**src/rtl/core/pftd_pkg.sv**
```systemverilog
// ---------------------------------------------------------------------------
// pftd_pkg - shared types and constants for the trial-division factorizer
// Data width, command/status bundles between controller and datapath, and
// the selector for what goes into the result register.
// ---------------------------------------------------------------------------
package pftd_pkg;

  // Width of the number and of every factor
  localparam int DATA_W = 32;
  // Bits of the serial divider step counter
  localparam int CNT_W  = $clog2(DATA_W);

  // Source of the factor field on an emitted item
  typedef enum logic [1:0] {
    SEL_NONE    = 2'd0,   // zero or one: no factor
    SEL_DIVISOR = 2'd1,   // current trial divisor divides the residue
    SEL_RESIDUE = 2'd2    // leftover residue is prime
  } emit_sel_t;

  // Controller -> datapath
  typedef struct packed {
    logic      load;       // latch new number, divisor back to 2
    logic      div_start;  // start residue / divisor
    logic      upd_res;    // residue <= quotient
    logic      inc_div;    // divisor <= divisor + 1
    logic      emit;       // load result register
    emit_sel_t sel;
    logic      last;
  } cmd_t;

  // Datapath -> controller
  typedef struct packed {
    logic res_lt2;    // residue below 2
    logic div_busy;
    logic div_done;   // quotient and remainder valid
    logic d_gt_q;     // divisor above quotient: divisor squared exceeds residue
    logic rem_zero;
    logic q_one;
    logic out_free;   // result register can take an item this cycle
  } stat_t;

endpackage

```
**src/rtl/core/pftd_div.sv**
```systemverilog
// ---------------------------------------------------------------------------
// pftd_div - serial restoring divider
// One quotient bit per cycle. Results hold
// until the next start.
// ---------------------------------------------------------------------------
module pftd_div (
  input  logic                        clk,
  input  logic                        rst_n,
  input  logic                        start,
  input  logic [pftd_pkg::DATA_W-1:0] dividend,
  input  logic [pftd_pkg::DATA_W-1:0] divisor,
  output logic                        busy,
  output logic                        done,
  output logic [pftd_pkg::DATA_W-1:0] quotient,
  output logic [pftd_pkg::DATA_W-1:0] remainder
);
  import pftd_pkg::*;

  logic [DATA_W-1:0] rem_r, rem_nxt;
  logic [DATA_W-1:0] quo_r, quo_nxt;
  logic [DATA_W-1:0] dvs_r;
  logic [CNT_W-1:0]  cnt_r;
  logic              busy_r, done_r;
  logic [DATA_W:0]   trial;
  logic              ge;

  // one restoring step: shift in next dividend bit, try subtract
  always_comb begin
    trial   = {rem_r, quo_r[DATA_W-1]} - {1'b0, dvs_r};
    ge      = ~trial[DATA_W];
    rem_nxt = ge ? trial[DATA_W-1:0] : {rem_r[DATA_W-2:0], quo_r[DATA_W-1]};
    quo_nxt = {quo_r[DATA_W-2:0], ge};
  end

  // control
  always_ff @(posedge clk) begin
    if (!rst_n) begin
      busy_r <= 1'b0;
      done_r <= 1'b0;
      cnt_r  <= '0;
    end else if (start) begin
      busy_r <= 1'b1;
      done_r <= 1'b0;
      cnt_r  <= '0;
    end else if (busy_r) begin
      cnt_r <= cnt_r + 1'b1;
      if (cnt_r == CNT_W'(DATA_W - 1)) begin
        busy_r <= 1'b0;
        done_r <= 1'b1;
      end
    end
  end

  // operands and partial results
  always_ff @(posedge clk) begin
    if (start) begin
      rem_r <= '0;
      quo_r <= dividend;
      dvs_r <= divisor;
    end else if (busy_r) begin
      rem_r <= rem_nxt;
      quo_r <= quo_nxt;
    end
  end

  assign busy      = busy_r;
  assign done      = done_r;
  assign quotient  = quo_r;
  assign remainder = rem_r;

endmodule

```
**src/rtl/core/pftd_dp.sv**
```systemverilog
// ---------------------------------------------------------------------------
// pftd_dp - factorizer datapath
// Residue and trial divisor registers, the serial divider and the result
// register that parts the result channel from the working loop.
// ---------------------------------------------------------------------------
module pftd_dp (
  input  logic                        clk,
  input  logic                        rst_n,
  input  pftd_pkg::cmd_t              cmd,
  output pftd_pkg::stat_t             stat,
  input  logic [pftd_pkg::DATA_W-1:0] in_number,
  output logic                        out_valid,
  input  logic                        out_stall,
  output logic [pftd_pkg::DATA_W-1:0] out_factor,
  output logic                        out_has_factor,
  output logic                        out_last
);
  import pftd_pkg::*;

  logic [DATA_W-1:0] residue_r;
  logic [DATA_W-1:0] divisor_r;
  logic [DATA_W-1:0] quo, rem;
  logic              div_busy, div_done;
  logic              out_valid_r;
  logic [DATA_W-1:0] factor_r;
  logic              has_r, last_r;
  logic [DATA_W-1:0] factor_nxt;
  logic              has_nxt;

  pftd_div u_div (
    .clk       (clk),
    .rst_n     (rst_n),
    .start     (cmd.div_start),
    .dividend  (residue_r),
    .divisor   (divisor_r),
    .busy      (div_busy),
    .done      (div_done),
    .quotient  (quo),
    .remainder (rem)
  );

  // residue and trial divisor
  always_ff @(posedge clk) begin
    if (!rst_n) begin
      residue_r <= '0;
      divisor_r <= '0;
    end else if (cmd.load) begin
      residue_r <= in_number;
      divisor_r <= DATA_W'(2);
    end else begin
      if (cmd.upd_res) residue_r <= quo;
      if (cmd.inc_div) divisor_r <= divisor_r + 1'b1;
    end
  end

  // factor selection for the next item
  always_comb begin
    case (cmd.sel)
      SEL_DIVISOR: begin
        factor_nxt = divisor_r;
        has_nxt    = 1'b1;
      end
      SEL_RESIDUE: begin
        factor_nxt = residue_r;
        has_nxt    = 1'b1;
      end
      default: begin
        factor_nxt = '0;
        has_nxt    = 1'b0;
      end
    endcase
  end

  // result register
  always_ff @(posedge clk) begin
    if (!rst_n) begin
      out_valid_r <= 1'b0;
    end else if (cmd.emit) begin
      out_valid_r <= 1'b1;
    end else if (!out_stall) begin
      out_valid_r <= 1'b0;
    end
  end

  always_ff @(posedge clk) begin
    if (cmd.emit) begin
      factor_r <= factor_nxt;
      has_r    <= has_nxt;
      last_r   <= cmd.last;
    end
  end

  // status back to the controller
  always_comb begin
    stat.res_lt2  = (residue_r[DATA_W-1:1] == '0);
    stat.div_busy = div_busy;
    stat.div_done = div_done;
    stat.d_gt_q   = (divisor_r > quo);
    stat.rem_zero = (rem == '0);
    stat.q_one    = (quo == DATA_W'(1));
    stat.out_free = ~out_valid_r | ~out_stall;
  end

  assign out_valid      = out_valid_r;
  assign out_factor     = factor_r;
  assign out_has_factor = has_r;
  assign out_last       = last_r;

endmodule

```
**src/rtl/core/pftd_ctrl.sv**
```systemverilog
// ---------------------------------------------------------------------------
// pftd_ctrl - factorizer sequencer
// Walks the trial divisors: an outer test per divisor (also checks the
// square bound) and an inner repeat while the divisor keeps dividing.
// ---------------------------------------------------------------------------
module pftd_ctrl (
  input  logic            clk,
  input  logic            rst_n,
  input  logic            in_valid,
  output logic            in_stall,
  input  pftd_pkg::stat_t stat,
  output pftd_pkg::cmd_t  cmd
);
  import pftd_pkg::*;

  typedef enum logic [5:0] {
    S_IDLE    = 6'b000001,
    S_CHECK   = 6'b000010,
    S_START_O = 6'b000100,
    S_WAIT_O  = 6'b001000,
    S_START_I = 6'b010000,
    S_WAIT_I  = 6'b100000
  } state_t;

  state_t state_r, state_nxt;

  always_ff @(posedge clk) begin
    if (!rst_n) begin
      state_r <= S_IDLE;
    end else begin
      state_r <= state_nxt;
    end
  end

  // next state and commands
  always_comb begin
    state_nxt = state_r;
    cmd       = '0;
    cmd.sel   = SEL_NONE;
    case (state_r)
      S_IDLE: begin
        if (in_valid) begin
          cmd.load  = 1'b1;
          state_nxt = S_CHECK;
        end
      end
      S_CHECK: begin
        // zero or one: a single empty item
        if (!stat.res_lt2) begin
          state_nxt = S_START_O;
        end else if (stat.out_free) begin
          cmd.emit  = 1'b1;
          cmd.sel   = SEL_NONE;
          cmd.last  = 1'b1;
          state_nxt = S_IDLE;
        end
      end
      S_START_O: begin
        cmd.div_start = 1'b1;
        state_nxt     = S_WAIT_O;
      end
      S_WAIT_O: begin
        if (stat.div_done) begin
          if (stat.d_gt_q) begin
            // divisor squared above residue: residue is the last prime
            if (stat.out_free) begin
              cmd.emit  = 1'b1;
              cmd.sel   = SEL_RESIDUE;
              cmd.last  = 1'b1;
              state_nxt = S_IDLE;
            end
          end else if (stat.rem_zero) begin
            // quotient is at least the divisor here, so never last
            if (stat.out_free) begin
              cmd.emit    = 1'b1;
              cmd.sel     = SEL_DIVISOR;
              cmd.upd_res = 1'b1;
              state_nxt   = S_START_I;
            end
          end else begin
            cmd.inc_div = 1'b1;
            state_nxt   = S_START_O;
          end
        end
      end
      S_START_I: begin
        cmd.div_start = 1'b1;
        state_nxt     = S_WAIT_I;
      end
      S_WAIT_I: begin
        if (stat.div_done) begin
          if (stat.rem_zero) begin
            if (stat.out_free) begin
              cmd.emit    = 1'b1;
              cmd.sel     = SEL_DIVISOR;
              cmd.last    = stat.q_one;
              cmd.upd_res = 1'b1;
              state_nxt   = stat.q_one ? S_IDLE : S_START_I;
            end
          end else begin
            cmd.inc_div = 1'b1;
            state_nxt   = S_START_O;
          end
        end
      end
      default: begin
        state_nxt = S_IDLE;
      end
    endcase
  end

  assign in_stall = (state_r != S_IDLE);

endmodule

```
**src/rtl/core/prime_factorizer_trial_division_core.sv**
```systemverilog
// ---------------------------------------------------------------------------
// prime_factorizer_trial_division_core - prime factorization by trial division
//
//   channel  direction  handshake           payload
//   in_      input      in_valid/in_stall   in_number[31:0]
//   out_     output     out_valid/out_stall out_factor[31:0], out_has_factor,
//                                           out_last
//
// Each trial divisor costs one serial division plus sequencing; a 32-bit
// prime needs up to 65535 trials. Reset is synchronous and clears all
// control state. A stalled result register holds the sequencer at the next
// factor; a new item is taken as soon as the last result sits in the result
// register.
// ---------------------------------------------------------------------------
module prime_factorizer_trial_division_core (
  input  logic                        clk,
  input  logic                        rst_n,
  input  logic                        in_valid,
  output logic                        in_stall,
  input  logic [pftd_pkg::DATA_W-1:0] in_number,
  output logic                        out_valid,
  input  logic                        out_stall,
  output logic [pftd_pkg::DATA_W-1:0] out_factor,
  output logic                        out_has_factor,
  output logic                        out_last
);
  import pftd_pkg::*;

  cmd_t  cmd;
  stat_t stat;

  pftd_ctrl u_ctrl (
    .clk      (clk),
    .rst_n    (rst_n),
    .in_valid (in_valid),
    .in_stall (in_stall),
    .stat     (stat),
    .cmd      (cmd)
  );

  pftd_dp u_dp (
    .clk            (clk),
    .rst_n          (rst_n),
    .cmd            (cmd),
    .stat           (stat),
    .in_number      (in_number),
    .out_valid      (out_valid),
    .out_stall      (out_stall),
    .out_factor     (out_factor),
    .out_has_factor (out_has_factor),
    .out_last       (out_last)
  );

`ifndef ASSERT_OFF
  // never overwrite an item still waiting in the result register
  a_emit_free: assert property (@(posedge clk) disable iff (!rst_n)
    cmd.emit |-> stat.out_free)
    else $error("result register overwritten");

  // a new item is only taken with the divider quiet
  a_accept_idle: assert property (@(posedge clk) disable iff (!rst_n)
    (in_valid && !in_stall) |-> !stat.div_busy)
    else $error("item accepted during division");

  // a started division never reports stale results
  a_div_fresh: assert property (@(posedge clk) disable iff (!rst_n)
    cmd.div_start |=> (stat.div_busy && !stat.div_done))
    else $error("divider done flag not cleared on start");

  // a divisor factor is always at least two
  a_factor_min: assert property (@(posedge clk) disable iff (!rst_n)
    (cmd.emit && cmd.sel == SEL_DIVISOR) |=> (out_has_factor && out_factor > 1))
    else $error("emitted divisor factor below two");
`endif

endmodule
```
**config.mk**
```make
export PLATFORM = sky130hd
export DESIGN_NAME = prime_factorizer_trial_division_core
export DESIGN_NICKNAME = d
export VERILOG_FILES = /design/src/rtl/core/pftd_pkg.sv /design/src/rtl/core/pftd_div.sv /design/src/rtl/core/pftd_dp.sv /design/src/rtl/core/pftd_ctrl.sv /design/src/rtl/core/prime_factorizer_trial_division_core.sv
export SDC_FILE = /design/constraint.sdc
export NUM_CORES = 1
export LEC_CHECK = 0
export BUFFER_PORTS_ARGS = -buffer_cell sky130_fd_sc_hd__buf_2
export CELL_PAD_IN_SITES_DETAIL_PLACEMENT = 0
export CELL_PAD_IN_SITES_GLOBAL_PLACEMENT = 1
export CORE_ASPECT_RATIO = 0.8
export CORE_UTILIZATION = 48
export DETAILED_ROUTE_END_ITERATION = 7
export GPL_TIMING_DRIVEN = 0
export PLACE_DENSITY = 0.77
export SLEW_MARGIN = 25
export SYNTH_ARGS = -nofsm -noshare
export SYNTH_HDL_FRONTEND = slang
export SYNTH_HIERARCHICAL = 1
export SYNTH_SLANG_ARGS = --single-unit
```
**constraint.sdc**
```tcl
create_clock -name clk -period 4.35 [get_ports clk]
set_input_delay 0.87 -clock clk [delete_from_list [all_inputs] [get_ports clk]]
set_output_delay 0.87 -clock clk [all_outputs]
set_load 0.02 [all_outputs]
```
**After elaboration in Yosys (flattened, before gate mapping)**

Cells that the tools add are included.

- Muxes and demuxes: 46
- Order comparisons: 1
- Bitwise logic cells: 5
- Add/sub/neg operators: 3
- Reductions and logical operators: 11
- Equal/unequal tests: 17

Operators by type and width:

| cell | number |
|---|---|
| 32-bit two-way mux | 5 |
| 6-bit two-way mux | 12 |
| 32-bit case mux with 2 select lines | 1 |
| 6-bit case mux with 6 select lines | 1 |
| 33-bit by 32-bit subtractor with 33-bit output | 1 |
| 32-bit by 1-bit adder with 32-bit output, second input constant | 1 |
| 32-bit by 1-bit equality test with 1-bit output, second input constant | 1 |
| 32-bit > comparator | 1 |
| 32-bit zero test | 1 |
| 31-bit zero test | 1 |
| 4-bit two-way mux | 5 |
| 1-bit two-way mux | 13 |
| 4-bit case mux with 3 select lines | 1 |
| 3-bit two-way mux | 3 |
| 2-bit OR reduction | 4 |
| 6-bit by 1-bit equality test with 1-bit output, second input constant | 1 |
| 6-bit by 2-bit equality test with 1-bit output, second input constant | 1 |
| 6-bit by 3-bit equality test with 1-bit output, second input constant | 1 |
| 6-bit by 4-bit equality test with 1-bit output, second input constant | 1 |
| 6-bit by 5-bit equality test with 1-bit output, second input constant | 1 |
| 6-bit equality test, second input constant | 1 |
| 2-bit two-way mux | 3 |
| 2-bit by 1-bit inequality test with 1-bit output, second input constant | 3 |
| 6-bit by 1-bit inequality test with 1-bit output, second input constant | 1 |
| 14 further kinds | 19 |

- Register bits: 208
- Word-level logic and storage cells: 97

**Logic depth before layout (Yosys ltp)**

Gate-level depths: netlist of the first run.

- Word-level depth: 10
- Gate-level depth with buffers: 16
- Gate-level depth less buffers: 15

**Cells and area by module**

Netlist of the first run, hierarchy kept.

By module, submodules not included:

| module | area each (sq um) | instances | sequential area each (sq um) | cells each |
|---|---|---|---|---|
| pftd_div | 5925.7 | 1 | 2702.6 | 593 |
| pftd_dp | 5474.0 | 1 | 2322.2 | 609 |
| pftd_ctrl | 560.5 | 1 | 120.1 | 73 |

**Worst setup path before layout of the first run**

OpenSTA, ideal clock, no wires.

- Path kind: reg-to-reg
- Start: register u_dp.u_div.quo_r[14] (netlist: u_dp/u_div/quotient[14])
- End: register u_dp.factor_r[0] (netlist: u_dp/out_factor[0]), enable pin
- Setup time: 0.426 ns
- Period minus slack after synthesis: 3.854 ns
- Data arrival time: 3.427 ns
- Setup slack: 0.496 ns
- Stages on the path, launching flop included: 11
- Buffers on the path: 0
- Path through: edfxtp_1 -> inv_1 -> ha_1 -> nand4_1 -> nor4_1 -> a21boi_0 -> o31ai_1 -> a31oi_1 -> and3_2 -> a211oi_1 -> nor2_1

RTL lines:

| item | line | source |
|---|---|---|
| start: declaration | pftd_div.sv:20 | `logic [DATA_W-1:0] quo_r, quo_nxt;` |
| start signal: assignment | pftd_div.sv:58 | `quo_r <= dividend;` |
| start signal: assignment | pftd_div.sv:62 | `quo_r <= quo_nxt;` |
| end signal: assignment | pftd_dp.sv:87 | `factor_r <= factor_nxt;` |
| end: declaration | pftd_dp.sv:25 | `logic [DATA_W-1:0] factor_r;` |

==> impl_metrics.csv, run 1 <==
group,metric,value,unit
sta,period_needed,4.142,ns
sta,finalClockSkew,0.01470,ns
critical_path,worstPathMaxFanout,9,
critical_path,r2r_setup_slack,0.21,ns
clock_network,clk_path_buf_depth,3,
critical_path,path_buf_inv,1,
synthesis,synth.cell_area,11950,um2
drt,vias,9855,
critical_path,cp_slowest_stage_delay,0.51,ns
floorplanning,start_util,49.04,%
placed_design,dpl_cell_area,12760,um2
clock_network,clk_latency,0.51,ns
min_path,hold_path.class,"reg2reg",
cells_and_area,fillCellCount,2252,
global_routing,antenna_found_initial,0,
floorplanning,die_area,25540,um2
global_routing,grt_pass1_wl,50.14,mm
synthesis,yosysWarnings,6,
sta,hold_violations,0,
critical_path,critPathCaptureType,"flip-flop",
cells_and_area,antenna_cells,0,
sta,fin_setup_tns,0,ns
clock_network,cts_max_level,1,
global_routing,grt_max_degree,33,
clock_network,clk_pin_slew,0.06,ns
drt,drc,0,
global_routing,grt_overflow_total,0,
sta,setup_viol,0,
sta,max_freq,241.4,MHz
cells_and_area,utilization,55.36,%
job,drv_cap,0,
drt,wl,32.62,mm
synthesis,synthCells,1274,
critical_path,worst_path_max_delay_cell,"dfxtp_1",
power,power.density,424.8,nW/um2
critical_path,path_delay_family,"simple AND/OR/NAND/NOR gates",
cells_and_area,drive_gt1_share,13.40,%
global_routing,grt_pass1_vias,8848,
cells_and_area,multi_input_comb_area,6282,um2
critical_path,worstSetupPathType,"reg2reg",
floorplanning,core-area,24380,um2
floorplanning,row_count,51,
global_routing,grt.total_usage,25.41,%
drt,antenna_left,0,
critical_path,cp_cell_sequence,"ha_1 -> a21oi_1 -> o21ai_0 -> a221o_1 -> o31ai_2 -> a31oi_2 -> inv_1 -> a32oi_2 -> nor3b_4 -> and3_1 -> nand4_4 -> or3_4 -> or4_1 -> nand2_1",
cells_and_area,seqCellArea,5149,um2
sta,slew_violations,0,
clock_network,cts_sinks,208,
clock_network,cts_buffers,21,
synthesis,synth_nets,1380,
placed_design,dp.cells,1665,
critical_path,cp.arrival,4.59,ns
cells_and_area,areaGrowthSynthToFinish,12.90,%
status,status,"finished, final reports clean",
synthesis,syn_avg_cell_area,9.382,um2
power,leakage,0.005324,uW
floorplanning,ios,72,
floorplanning,die_h,143.1,um
floorplanning,die_w,178.4,um
cells_and_area,fin_area,13490,um2
critical_path,start_kind,"flip-flop",
drt,vias_per_cell,5.777,
placed_design,numPortBuffers,71,
drt,wl_per_cell,19.12,um
drt,drtIter0Drc,942,
sta,worst_slew_pin_slew,0.8151,ns
sta,rsz0062_at_grt,"false",
sta,slew-limit-headroom,45.66,%
cells_and_area,finalNonFillerCells,1706,
clock_network,holdBufCountCts,0,
power,vdd_drop_max,226.2,uV
sta,period_share,95.22,%
placed_design,gp_congestion,0.8592,
critical_path,required,4.80,ns
cells_and_area,finalNetCount,1479,
placed_design,dp_hpwl,24.77,mm
drt,first_pass_iters,5,
clock_network,cts_root_buf,"clkbuf_16",
clock_network,cts_tree,"done",
repair_timing:
| action | CTS | global route |
|---|---|---|
| gates resized for setup | 2 | 13 |
| gates cloned | 0 | 0 |
| pin swaps | 1 | 1 |
| endpoints found under the setup margin | 24 | 77 |
| buffers inserted | 1 | 2 |
power by group:
| group | switching, uW | total (uW) | internal, uW | leakage [uW] |
|---|---|---|---|---|
| sequential | 198 | 2380 | 2180 | 0.00187 |
| combinational | 961 | 1560 | 596 | 0.00313 |
| clock | 783 | 1800 | 1010 | 0.000318 |
registers in the layout, summed over array words and instances (netlist names), 5 cells and up:
register	flops
u_dp/residue_r	32
u_dp/u_div/quotient	32
u_dp/u_div/cnt_r	5
u_dp/u_div/remainder	32
u_dp/u_div/dvs_r	32
u_dp/divisor_r	32
u_dp/out_factor	32
u_ctrl/state_r	6
cells in the final DEF (no fill, tap or decap), types with 9 or more instances in the layout:
cell / instances
a22oi_1: 38
clkbuf_1: 47
clkbuf_16: 21
nor2b_1: 9
and2_1: 37
inv_1: 88
buf_2: 80
nor2_1: 129
a21oi_1: 70
mux2i_1: 45
o21ai_0: 67
xnor2_1: 34
nor3_1: 21
dfxtp_1: 107
nand2_1: 93
and3_1: 14
nand2b_1: 12
mux2_2: 32
nor4_1: 26
ha_1: 69
edfxtp_1: 98
nand4_1: 21
a21o_1: 19
xor2_1: 20
nand3_1: 31
a211oi_1: 24
stage by stage:
stage | power [uW] | hold WS, ns | setup slack [ns]
6_report | 5732 | 0.5156 | 0.2079
5_1_grt | 6026 | 0.5332 | 0.004365
4_1_cts | 5738 | 0.5100 | 0.01590
3_5_place_dp | 3932 | 0.5013 | -0.5169
3_3_place_gp | 3919 | 0.4823 | -0.9412
2_1_floorplan | 3480 | 0.4348 | 0.4961
layout make-up:
type	count	share of cell area (%)
multi-input cells	917	46.56
flip-flops and latches	208	38.15
clock buffers	26	4.033
repair buffers	76	3.097
well taps	318	2.949
inverters	89	2.476
plain buffers	60	1.854
clock inverters	12	0.8809
worst register-to-register path: stages (launching register included):
cell     delay (ns)
dfxtp_1        0.51
ha_1           0.31
a21oi_1        0.16
o21ai_0        0.11
a221o_1        0.33
o31ai_2        0.37
a31oi_2        0.20
inv_1          0.12
a32oi_2        0.15
nor3b_4        0.37
and3_1         0.28
nand4_4        0.20
or3_4          0.43
or4_1          0.47
nand2_1        0.08
path summary, 6_finish.rpt:
| check | to | cells past startpoint | from |
|---|---|---|---|
| min reg2reg | u_dp/u_div/cnt_r[4] | 2 | u_dp/u_div/cnt_r[4] |
| min | u_dp/u_div/cnt_r[4] | 2 | u_dp/u_div/cnt_r[4] |
| max reg2reg | u_dp/divisor_r[29] | 14 | u_dp/divisor_r[7] |
| max | u_dp/divisor_r[29] | 14 | u_dp/divisor_r[7] |
metal layers:
metal,wire [um],track usage [%],up-vias
li1,-,-,4805
met1,16830,40.73,4712
met2,13060,35.03,292
met3,2003,3.568,46
met4,726,5.932,0
met5,0,0,-
Power figures use the tool's default switching activity.
==> inputs of run 2 (changes only) <==
--- a/config.mk
+++ b/config.mk
@@ -9,10 +9,11 @@
 export CELL_PAD_IN_SITES_DETAIL_PLACEMENT = 0
 export CELL_PAD_IN_SITES_GLOBAL_PLACEMENT = 1
 export CORE_ASPECT_RATIO = 0.8
-export CORE_UTILIZATION = 48
+export CORE_UTILIZATION = 50
+export CTS_BUF_LIST = sky130_fd_sc_hd__clkbuf_2
 export DETAILED_ROUTE_END_ITERATION = 7
 export GPL_TIMING_DRIVEN = 0
-export PLACE_DENSITY = 0.77
+export PLACE_DENSITY = 0.8
 export SLEW_MARGIN = 25
 export SYNTH_ARGS = -nofsm -noshare
 export SYNTH_HDL_FRONTEND = slang
==> impl_metrics.csv, run 2 (same netlist as run 1, synthesis figures left out) <==
group,metric,value,unit
clock_network,cts_root_buf,"clkbuf_2",
power,clockPowerShare,24.3,%
sta,setup_viol,0,
floorplanning,die_h,140.3,um
global_routing,antenna_found_initial,1,
critical_path,path_common_cell,"inv_1",
placed_design,numPortBuffers,71,
clock_network,clk_pin_slew,0.10,ns
placed_design,dp.cells,1659,
placed_design,gp_congestion,0.8848,
sta,period_needed,4.114,ns
critical_path,start_kind,"flip-flop",
global_routing,grt_pass1_vias,9517,
power,power.density,391.5,nW/um2
clock_network,holdBufCountCts,0,
drt,vias_per_cell,5.738,
clock_network,cts_max_level,2,
critical_path,cp-startpoint,"u_dp/u_div/quotient[7]",
sta,slew_violations,0,
placed_design,dp_hpwl,24.61,mm
power,p_sw_share,37.83,%
critical_path,worstSetupPathType,"reg2reg",
floorplanning,die_area,24530,um2
power,leakage,0.005362,uW
clock_network,clk_latency,0.80,ns
critical_path,cp_cell_sequence,"inv_1 -> ha_1 -> a21oi_1 -> o21ai_0 -> a221o_1 -> o31ai_2 -> a31oi_1 -> inv_1 -> a32oi_2 -> nor3b_4 -> and4_1 -> nand2_1 -> clkbuf_1 -> nor4_1 -> xnor2_1 -> nor2_1",
min_path,hp-start,"out_stall",
critical_path,required,5.00,ns
drt,wl,33.06,mm
cells_and_area,drive_gt1_share,16.04,%
drt,first_pass_iters,5,
min_path,hold_path.class,"in2reg",
clock_network,cts_buffers,52,
cells_and_area,final_cell_mix,"129 x nor2_1, 108 x dfxtp_1, 98 x edfxtp_1",
cells_and_area,finalNetCount,1511,
job,drv_cap,0,
clock_network,cts_tree,"done",
sta,max_freq,243.1,MHz
floorplanning,ios,72,
drt,antenna_left,0,
clock_network,clk_path_buf_depth,3,
critical_path,worstPathMaxFanout,10,
power,p_sw,1966,uW
cells_and_area,fillCellCount,2223,
sta,finalClockSkew,0.06284,ns
floorplanning,core-area,23400,um2
drt,drtIter0Drc,796,
critical_path,cp_slowest_stage_delay,0.44,ns
drt,wl_per_cell,18.79,um
critical_path,reg2reg_from,"u_dp/u_div/quotient[7]",
global_routing,grt_overflow_total,0,
cells_and_area,finalNonFillerCells,1759,
global_routing,grt_max_degree,33,
cells_and_area,utilization,56.73,%
critical_path,worst_path_max_delay_cell,"edfxtp_1",
power,vdd_drop_max,194.2,uV
power,pwr-share-seq,45.6,%
status,status,"finished, final reports clean",
floorplanning,start_util,51.09,%
sta,period_share,94.57,%
clock_network,cts_sinks,208,
critical_path,critPathCaptureType,"flip-flop",
floorplanning,row_count,50,
drt,drc,0,
global_routing,grt.total_usage,27.13,%
power,power,5197,uW
floorplanning,die_w,174.9,um
power,intPower,3231,uW
drt,vias,10093,
sta,fin_setup_tns,0,ns
sta,worst_slew_pin_slew,0.8808,ns
cells_and_area,layout_commonest_cell,"nor2_1",
sta,hold_violations,0,
critical_path,cp.arrival,4.76,ns
global_routing,grt_pass1_wl,52.33,mm
sta,slew-limit-headroom,41.13,%
cells_and_area,areaGrowthSynthToFinish,11.05,%
power,pwr-share-comb,30.1,%
==> run 2: layout make-up <==
type,count,area (um2),share of cell area (%)
Tap cell,312,390.4,2.941
Clock buffer,73,365.4,2.752
Multi-Input combinational cell,917,6269,47.22
Buffer,60,251.5,1.895
Clock inverter,22,88.84,0.6692
Sequential cell,208,5147,38.78
Timing Repair Buffer,77,425.4,3.205
Antenna cell,1,2.502,0.01885
Inverter,89,334.1,2.517
==> run 2: path summary, 6_finish.rpt <==
path                         end  slack (ns)  cells after the start
max           u_dp/divisor_r[24]        0.24                     16
min reg2reg  u_dp/u_div/cnt_r[4]        0.52                      2
min               u_dp/out_valid        0.35                      3
max reg2reg   u_dp/divisor_r[24]        0.24                     16
==> run 2: through the flow <==
step / setup WS [ns] / area [um2] / hold slack [ns]
after floorplan: 0.4961 / 11950 / 0.4348
after global placement: -0.8437 / 12700 / 0.4811
after detailed placement: -0.4603 / 12750 / 0.4930
after CTS: 0.02803 / 13230 / 0.2794
after global routing: -0.01060 / 13270 / 0.2730
final: 0.2362 / 13270 / 0.3469
==> run 2: routing by layer <==
metal	wire length [um]	GRT usage, %
met2	14020	39.01
met3	1978	3.909
met4	415	6.270
met1	16640	42.44
met5	0	0
==> run 2: what timing repair did <==
action	CTS	global route
endpoints found under the setup margin	23	65
resized for setup	3	9
pin swaps	1	1
setup buffers	2	2
==> run 2: power by group through the flow <==
stage,Clock (uW),Combinational (uW),Sequential [uW]
after floorplan,0,1140,2340
after global placement,0,1500,2410
after detailed placement,0,1520,2410
after CTS,1290,1540,2370
after global routing,1400,1730,2390
final,1260,1560,2370
==> run 2: critical path, delay by kind of cell (launching register included) <==
kind / cells / cell delay (ns)
flops: 1 / 0.44
xor+xnor: 1 / 0.16
fa+ha+maj: 1 / 0.30
compound gates: 6 / 1.32
simple gates: 5 / 1.30
buf+inv: 3 / 0.48
